## src/rtl/core/arith_geometric_mean_unit_macros.svh

```systemverilog
// Assertion helpers for the AGM unit.
// Both sample on clk and are switched off while rst_n is low.
`ifndef ARITH_GEOMETRIC_MEAN_UNIT_MACROS_SVH
`define ARITH_GEOMETRIC_MEAN_UNIT_MACROS_SVH

// Same-cycle implication.
`define AGM_ASSERT_NOW(label, pre, post) \
  label: assert property (@(posedge clk) disable iff (!rst_n) (pre) |-> (post)) \
    else $error("agm assertion failed");

// Next-cycle implication.
`define AGM_ASSERT_NEXT(label, pre, post) \
  label: assert property (@(posedge clk) disable iff (!rst_n) (pre) |=> (post)) \
    else $error("agm assertion failed");

`endif

```

## src/rtl/core/agm_pkg.sv

```systemverilog
package agm_pkg;

  // Operand and result word width (unsigned fixed point)
  localparam int unsigned DATA_W = 32;
  // Product width fed to the square root
  localparam int unsigned PROD_W = 2 * DATA_W;
  // One root bit per cycle
  localparam int unsigned SQRT_STEPS = DATA_W;
  // Default cap on rounds
  localparam int unsigned MAX_ROUNDS_DEF = 8;

  // Sequencer states, one-hot
  typedef enum logic [3:0] {
    ST_IDLE = 4'b0001,
    ST_MUL  = 4'b0010,
    ST_SQRT = 4'b0100,
    ST_EVAL = 4'b1000
  } agm_state_t;

endpackage

```

## src/rtl/core/arith_geometric_mean_unit.sv

```systemverilog
// Arithmetic-geometric mean of two unsigned fixed-point words.
//
// Input: drive in_first_value / in_second_value and raise start; the word is
// taken at the rising edge where start is high and busy is low. busy stays
// high until the result is out.
// Output: out_valid is high for exactly one cycle with out_mean and
// out_round_cap_hit; the receiver cannot stall, so the result must be taken
// in that cycle. busy is already low in that cycle, so the next word can be
// started at the edge that ends it.
// Each round runs ST_MUL for the 32x32 product and the halved sum, then
// ST_SQRT for the bit-serial square root (one root bit a cycle through a single
// subtract/compare), then ST_EVAL to check convergence. Between 2 and MAX_ROUNDS
// rounds run before out_valid is raised with the result.
// Rounds stop once the geometric mean no longer rises below a falling
// arithmetic mean; out_round_cap_hit marks a stop forced by MAX_ROUNDS.
// Synchronous reset (rst_n low) returns the sequencer to idle, drops busy
// and out_valid; no work in flight survives it.
module arith_geometric_mean_unit #(
  parameter int unsigned MAX_ROUNDS = agm_pkg::MAX_ROUNDS_DEF
) (
  input  logic                       clk,
  input  logic                       rst_n,
  input  logic                       start,
  output logic                       busy,
  input  logic [agm_pkg::DATA_W-1:0] in_first_value,
  input  logic [agm_pkg::DATA_W-1:0] in_second_value,
  output logic                       out_valid,
  output logic [agm_pkg::DATA_W-1:0] out_mean,
  output logic                       out_round_cap_hit
);
  import agm_pkg::*;

`include "arith_geometric_mean_unit_macros.svh"

  localparam int unsigned RND_W = $clog2(MAX_ROUNDS + 1);
  localparam int unsigned CNT_W = $clog2(SQRT_STEPS);
  localparam int unsigned REM_W = DATA_W + 2;

  localparam logic [CNT_W-1:0] CNT_LAST = CNT_W'(SQRT_STEPS - 1);
  localparam logic [RND_W-1:0] RND_CAP  = RND_W'(MAX_ROUNDS);

  // Control state
  agm_state_t        state_r, state_nxt;
  logic [RND_W-1:0]  rounds_r, rounds_nxt;
  logic [CNT_W-1:0]  cnt_r, cnt_nxt;
  logic              out_valid_r, out_valid_nxt;

  // Datapath
  logic [DATA_W-1:0] g_r, g_nxt;       // previous geometric mean
  logic [DATA_W-1:0] a_r, a_nxt;       // previous arithmetic mean
  logic [DATA_W-1:0] new_a_r, new_a_nxt;
  logic [PROD_W-1:0] prod_r, prod_nxt; // radicand, shifted out two bits a step
  logic [REM_W-1:0]  rem_r, rem_nxt;
  logic [DATA_W-1:0] root_r, root_nxt;
  logic [DATA_W-1:0] mean_r, mean_nxt;
  logic              cap_r, cap_nxt;

  // Shared arithmetic
  logic [PROD_W-1:0] prod_w;
  logic [DATA_W:0]   sum_w;
  logic [REM_W-1:0]  rem_sh_w;
  logic [REM_W-1:0]  trial_w;
  logic              fits_w;
  logic [RND_W-1:0]  rounds_done_w;
  logic              keep_w;

  assign prod_w   = PROD_W'(g_r) * PROD_W'(a_r);
  assign sum_w    = {1'b0, g_r} + {1'b0, a_r};
  // root digit step: bring down two radicand bits, try (4*root + 1)
  assign rem_sh_w = {rem_r[REM_W-3:0], prod_r[PROD_W-1 -: 2]};
  assign trial_w  = {root_r, 2'b01};
  assign fits_w   = (rem_sh_w >= trial_w);

  assign rounds_done_w = rounds_r + 1'b1;
  assign keep_w = (root_r < new_a_r) && (root_r > g_r) && (new_a_r < a_r);

  // Sequencer and datapath next values
  always_comb begin
    state_nxt     = state_r;
    rounds_nxt    = rounds_r;
    cnt_nxt       = cnt_r;
    out_valid_nxt = 1'b0;
    g_nxt         = g_r;
    a_nxt         = a_r;
    new_a_nxt     = new_a_r;
    prod_nxt      = prod_r;
    rem_nxt       = rem_r;
    root_nxt      = root_r;
    mean_nxt      = mean_r;
    cap_nxt       = cap_r;
    case (state_r)
      ST_IDLE: begin
        if (start) begin
          g_nxt      = in_first_value;
          a_nxt      = in_second_value;
          rounds_nxt = '0;
          state_nxt  = ST_MUL;
        end
      end
      ST_MUL: begin
        prod_nxt  = prod_w;
        new_a_nxt = sum_w[DATA_W:1];
        rem_nxt   = '0;
        root_nxt  = '0;
        cnt_nxt   = '0;
        state_nxt = ST_SQRT;
      end
      ST_SQRT: begin
        prod_nxt = {prod_r[PROD_W-3:0], 2'b00};
        if (fits_w) begin
          rem_nxt  = rem_sh_w - trial_w;
          root_nxt = {root_r[DATA_W-2:0], 1'b1};
        end else begin
          rem_nxt  = rem_sh_w;
          root_nxt = {root_r[DATA_W-2:0], 1'b0};
        end
        cnt_nxt = cnt_r + 1'b1;
        if (cnt_r == CNT_LAST) begin
          state_nxt = ST_EVAL;
        end
      end
      ST_EVAL: begin
        rounds_nxt = rounds_done_w;
        g_nxt      = root_r;
        a_nxt      = new_a_r;
        if (rounds_r == '0) begin
          // first round only seeds the pair
          state_nxt = ST_MUL;
        end else if (!keep_w) begin
          mean_nxt      = root_r;
          cap_nxt       = 1'b0;
          out_valid_nxt = 1'b1;
          state_nxt     = ST_IDLE;
        end else if (rounds_done_w >= RND_CAP) begin
          mean_nxt      = root_r;
          cap_nxt       = 1'b1;
          out_valid_nxt = 1'b1;
          state_nxt     = ST_IDLE;
        end else begin
          state_nxt = ST_MUL;
        end
      end
      default: begin
        state_nxt = ST_IDLE;
      end
    endcase
  end

  // Control registers
  always_ff @(posedge clk) begin
    if (!rst_n) begin
      state_r     <= ST_IDLE;
      rounds_r    <= '0;
      cnt_r       <= '0;
      out_valid_r <= 1'b0;
    end else begin
      state_r     <= state_nxt;
      rounds_r    <= rounds_nxt;
      cnt_r       <= cnt_nxt;
      out_valid_r <= out_valid_nxt;
    end
  end

  // Payload registers
  always_ff @(posedge clk) begin
    g_r     <= g_nxt;
    a_r     <= a_nxt;
    new_a_r <= new_a_nxt;
    prod_r  <= prod_nxt;
    rem_r   <= rem_nxt;
    root_r  <= root_nxt;
    mean_r  <= mean_nxt;
    cap_r   <= cap_nxt;
  end

  assign busy              = (state_r != ST_IDLE);
  assign out_valid         = out_valid_r;
  assign out_mean          = mean_r;
  assign out_round_cap_hit = cap_r;

  // Checks
  `AGM_ASSERT_NOW(a_result_when_idle, out_valid, !busy)
  `AGM_ASSERT_NEXT(a_start_goes_busy, start && !busy, busy)
  `AGM_ASSERT_NEXT(a_single_strobe, out_valid, !out_valid)
  `AGM_ASSERT_NOW(a_cap_at_limit, out_valid && out_round_cap_hit, rounds_r == RND_CAP)
  `AGM_ASSERT_NOW(a_min_two_rounds, out_valid, rounds_r >= RND_W'(2))

endmodule
```

## config.mk

```make
export PLATFORM = sky130hd
export DESIGN_NAME = arith_geometric_mean_unit
export DESIGN_NICKNAME = d
export VERILOG_FILES = /design/src/rtl/core/agm_pkg.sv /design/src/rtl/core/arith_geometric_mean_unit.sv
export VERILOG_INCLUDE_DIRS = /design/src /design/src/rtl/core
export SDC_FILE = /design/constraint.sdc
export NUM_CORES = 2
export LEC_CHECK = 0
export BUFFER_PORTS_ARGS = -buffer_cell sky130_fd_sc_hd__buf_2
export CELL_PAD_IN_SITES_DETAIL_PLACEMENT = 0
export CELL_PAD_IN_SITES_GLOBAL_PLACEMENT = 2
export CORE_ASPECT_RATIO = 1.1
export CORE_MARGIN = 4
export CORE_UTILIZATION = 38
export DETAILED_ROUTE_END_ITERATION = 8
export PLACE_DENSITY = 0.88
export SLEW_MARGIN = 5
export SYNTH_ARGS = -nofsm -noshare
export SYNTH_HDL_FRONTEND = slang
export SYNTH_SLANG_ARGS = --single-unit
```

## constraint.sdc

```tcl
create_clock -name clk -period 7 [get_ports clk]
set_input_delay 1.4 -clock clk [delete_from_list [all_inputs] [get_ports clk]]
set_output_delay 1.4 -clock clk [all_outputs]
set_load 0.02 [all_outputs]
```

# Yosys cells after proc, flatten, opt, wreduce, memory -nomap -nowiden
# Index checks and enable logic that the tools add are counted.
[word_totals]
input_bits = 67
word_cells = 66
ff_bits = 271
out_inout_bits = 35
[op_classes]
n_eq_ne = 9
magnitude_cmp = 5
mul = 1
mux = 23
bitwise = 3
reduce_logical = 9
add_sub_neg = 4
[op_table]
columns = ["operator", "count"]
rows = [
  ["$pmux 32 s2", 4],
  ["$mux 32", 5],
  ["$pmux 64 s2", 1],
  ["$lt 32x32->1", 2],
  ["$mul 32x32->64", 1],
  ["$ge 34x34->1", 1],
  ["$add 32x32->33", 1],
  ["$gt 32x32->1", 1],
  ["$sub 32x32->32", 1],
  ["$pmux 4 s4", 1],
  ["$mux 4", 3],
  ["$pmux 5 s2", 1],
  ["$pmux 4 s2", 1],
  ["$mux 2", 3],
  ["$add 5x1->5 const B", 1],
  ["$eq 5x5->1 const B", 1],
  ["$add 4x1->4 const B", 1],
  ["$eq 4x1->1 const B", 1],
  ["$eq 4x2->1 const B", 1],
  ["$eq 4x3->1 const B", 1],
  ["$eq 4x4->1 const B", 1],
  ["$ge 4x4->1 const B", 1],
  ["$logic_not 4->1", 1],
  ["$mux 1", 4],
  ["other kinds (9)", 15],
]

# Logic depth before layout (Yosys ltp)
[depth]
word_depth = 6
depth_mapped = 29
depth_no_buf = 26

# Worst setup path after synthesis
# No wires, ideal clock.
[synth_timing]
kind = "flip-flop to flip-flop"
startpoint = "reg state_r[3]"
endpoint = "reg prod_r[0], enable pin"
synth_period_minus_slack_ns = 7.648
arrival_time_ns = 7.169
n_path_buf = 0
path_stages_with_launch = 4
required_time_ns = 6.521
setup_slack_ns = -0.648
setup_time_ns = 0.479
path_cell_list = "dfxtp_1 > nor4b_1 > nor2_1 > inv_1"
[synth_via]
elab_chain_len = 2
word_cells_on_any_way = 3
classes_between = "eq/ne (2); reduce/logical (1)"
[synth_lines]
columns = ["element", "line", "text"]
rows = [
  ["start, declared", "arith_geometric_mean_unit.sv:43", "agm_state_t state_r, state_nxt;"],
  ["start signal, assigned", "arith_geometric_mean_unit.sv:157", "state_r <= state_nxt;"],
  ["$eq 4x3->1 or $eq 4x2->1 (tied branches)", "arith_geometric_mean_unit.sv:91", "case (state_r)"],
  ["$reduce_bool 2->1 (no line) *", "-", ""],
  ["end signal, assigned", "arith_geometric_mean_unit.sv:169", "prod_r <= prod_nxt;"],
  ["end, declared", "arith_geometric_mean_unit.sv:52", "logic [PROD_W-1:0] prod_r, prod_nxt;"],
]
# Every way passes the cells marked *; elsewhere a longest branch is shown, timed or not.
# A chain may end at the register's enable or synchronous reset.

# Worst setup path after layout
[layout_timing]
startpoint = "reg a_r[6]"
endpoint = "reg prod_r[62], data pin"
[layout_via]
elab_chain_len = 2
[layout_lines]
columns = ["element", "line", "text"]
rows = [
  ["start, declared", "arith_geometric_mean_unit.sv:50", "logic [DATA_W-1:0] a_r, a_nxt;"],
  ["start signal, assigned", "arith_geometric_mean_unit.sv:167", "a_r <= a_nxt;"],
  ["$mul 32x32->64", "arith_geometric_mean_unit.sv:67", "assign prod_w = PROD_W'(g_r) * PROD_W'(a_r);"],
  ["$pmux 64 s2", "arith_geometric_mean_unit.sv:91", ""],
  ["via prod_nxt[62]", "arith_geometric_mean_unit.sv:52", ""],
]
# The timed path passes the listed nets, and every way through them passes these cells.

==> impl_metrics.env <==
export IMPL_register_area_sq_um=7998
export IMPL_antenna_found_initial=8
export IMPL_fp_dieH_um=380.6
export IMPL_violations="negative setup slack"
export IMPL_synth_ff_type="edfxtp_1"
export IMPL_nNetsFinal=7311
export IMPL_worstSetupEndpointType="flip-flop"
export IMPL_setup_viol=38
export IMPL_start_util_pct=38.30
export IMPL_final_cell_mix="937 x inv_1, 841 x fa_1, 655 x nor2_1"
export IMPL_start_kind="flip-flop"
export IMPL_status="finished, violations left"
export IMPL_cp_required_ns=7.32
export IMPL_syn_avg_cell_area_sq_um=9.153
export IMPL_crit_arrival_ns=8.20
export IMPL_port_buffers=101
export IMPL_slew_headroom_pct=20.08
export IMPL_clk_latency_ns=0.60
export IMPL_dp_cells=7412
export IMPL_ctsHtreeMaxLevel=2
export IMPL_mostFrequentLayoutCell="inv_1"
export IMPL_die_x_um=346.8
export IMPL_path_max_fanout=8
export IMPL_core_area_sq_um=125200
export IMPL_gp_congestion=1.020
export IMPL_cts_reportedPaths_clkPinSlew_ns=0.06
export IMPL_syn_area_sq_um=47970
export IMPL_drt_drc_violations_left=0
export IMPL_max_cap_violations=0
export IMPL_overflow=0
export IMPL_hold_class="reg2reg"
export IMPL_first_pass_iters=5
export IMPL_clock_sinks=271
export IMPL_syn_nets=6631
export IMPL_avgViaCountPerCell=5.248
export IMPL_tritoncts="yes"
export IMPL_fp_row_count=136
export IMPL_grt_pass1_vias=42217
export IMPL_syn_instance_count=5241
export IMPL_hpwl_um=153900
export IMPL_report_final_slew_viol_count=0
export IMPL_synth_edf_count=257
export IMPL_report_final_hold_viol_count=0
export IMPL_grt_start_max_net_pins=74
export IMPL_clk_path_buf_depth=3
export IMPL_drt_iter0_drc=3240
export IMPL_avgRoutedWirePerCell_um=24.55
export IMPL_cts_made_buffers=37
export IMPL_syn2layout_area_growth_pct=25.15
export IMPL_fin_worst_skew_ns=0.03430
export IMPL_ioPinCount=102
export IMPL_rsz0062_at_grt="yes"
export IMPL_antenna_left=0
export IMPL_yosysSeqAreaShare_pct=16.67
export IMPL_max_freq_mhz=126.8
export IMPL_worst_slew_pin_transition_ns=1.190
export IMPL_setup_ws_ns=-0.8864
export IMPL_fillers=11927
export IMPL_fin_setup_tns_ns=-18.57
export IMPL_fin_crit_sh_pct=112.7
export IMPL_root_buffer="clkbuf_16"
export IMPL_via_count=39926
export IMPL_ys_types=83
export IMPL_finalNonFillerCells=7608
export IMPL_crit_type="reg2reg"
export IMPL_layout_drive_gt1_share_pct=22.57
export IMPL_async_flop_share_pct=0
export IMPL_multi_input_area_sq_um=36750
export IMPL_min_period_ns=7.886
export IMPL_grt_pass1_wl_um=272000
export IMPL_ctsHoldBuffers=0
export IMPL_routed_wl_um=186800
export IMPL_grt_util_all_layers_pct=27.80
export IMPL_yosysWarnings=0
export IMPL_place_ws_ns=-1.502
export IMPL_die_area_sq_um=132000
export IMPL_ys_ff_latch=271
through the flow:
step           cell area [sq um]  utilization (%)  hold WS [ns]
6_report                   60040            47.94        0.4608
4_1_cts                    58360            46.60        0.4591
3_5_place_dp               55680            44.46        0.4418
3_3_place_gp               55680            44.46        0.4347
5_1_grt                    60030            47.93        0.4936
2_1_floorplan              48570                -        0.4146
final timing paths:
| path | endpoint | cells after the start | slack, ns | start |
|---|---|---|---|---|
| max reg2reg | prod_r[62] | 26 | -0.89 | a_r[6] |
| min reg2reg | cnt_r[3] | 1 | 0.46 | cnt_r[3] |
| max | prod_r[62] | 26 | -0.89 | a_r[6] |
| min | cnt_r[3] | 1 | 0.46 | cnt_r[3] |
timing repair:
action	in CTS	in global routing
gates resized for setup	206	305
setup endpoints to repair	47	48
buffers inserted	64	66
pin swaps	87	176
cloned	2	3
cells by family after synthesis:
kind of cell	Yosys count	synth area share, %
xor gates and xnor gates	107	1.954
muxes	25	0.5295
buffers and inverters	1286	10.15
and+or+nand+nor	1612	14.00
AOI/OAI and AO/OA	617	8.146
DFF	271	16.67
adders and majority gates	1323	48.55
registers in the layout, indices dropped and copies added (netlist names):
signal	cells
root_r	32
prod_r	64
a_r	32
rem_r	32
out_mean	32
state_r	4
new_a_r	32
out_valid	1
rounds_r	4
cnt_r	5
g_r	32
out_round_cap_hit	1
per-layer routing:
layer,vias up,routed length (um),GRT usage [%]
met3,443,13070,4.553
met1,20155,72970,34.85
met4,6,14000,16.26
li1,17718,-,-
met2,1604,86610,45.38
met5,-,91,0.3280
worst max-delay path, cell delays in order, from the launching register on:
cell	delay [ns]
edfxtp_1	0.44
clkinv_4	0.11
buf_12	0.16
buf_6	0.13
nor2_4	0.03
fa_1	0.49
fa_1	0.55
fa_1	0.59
inv_1	0.08
fa_1	0.52
inv_2	0.04
fa_1	0.47
fa_1	0.57
fa_1	0.46
fa_1	0.53
ha_4	0.30
nand4_1	0.21
nor4_4	0.29
buf_4	0.18
and3_4	0.18
a221o_2	0.23
o21ai_2	0.07
buf_6	0.16
a311oi_4	0.37
a21oi_2	0.11
mux2i_1	0.18
nand3_1	0.11
layout make-up:
| type | instances | share of cell area [%] |
|---|---|---|
| Antenna cell | 2 | 0.008336 |
| Clock buffer | 43 | 1.615 |
| Clock inverter | 25 | 0.4314 |
| Inverter | 1023 | 6.577 |
| Multi-Input combinational cell | 3684 | 61.21 |
| Sequential cell | 271 | 13.32 |
| Tap cell | 1656 | 3.451 |
| Timing Repair Buffer | 903 | 13.38 |
| Timing Repair inverter | 1 | 0.01042 |
synth_stat cells, types with 6 or more instances:
library cell	number	area (sq um)
a211oi_1	19	142.6
a21boi_0	7	52.55
a21o_1	75	563.0
a21oi_1	186	930.9
a221o_1	6	60.06
a311oi_1	6	52.55
a31oi_1	16	100.1
and2_1	40	250.2
and3_1	12	75.07
and4_1	10	87.58
buf_1	28	105.1
buf_2	15	75.07
clkbuf_1	214	803.3
clkinv_1	14	52.55
dfxtp_1	14	280.3
edfxtp_1	257	7717
fa_1	897	17960
ha_1	426	5330
inv_1	1004	3769
mux2i_1	22	220.2
nand2_1	618	2320
nand2b_1	14	87.58
nand3_1	39	195.2
nand3b_1	9	67.56
nand4_1	50	312.8
nor2_1	724	2718
nor2b_1	21	131.4
nor3_1	28	140.1
nor4_1	10	62.56
nor4b_1	7	61.31
o2111ai_1	11	96.34
o211ai_1	9	67.56
o21a_1	23	172.7
o21ai_0	162	810.8
o21ai_1	7	35.03
o21bai_1	17	127.6
o22ai_1	10	62.56
o31ai_1	10	75.07
or2_2	8	50.05
or3_1	11	68.82
xnor2_1	63	551.8
xor2_1	44	385.4
Power is left out: the tool's default activity adds up to more than one toggle a clock period on the data nets, which glitch-free logic cannot reach.
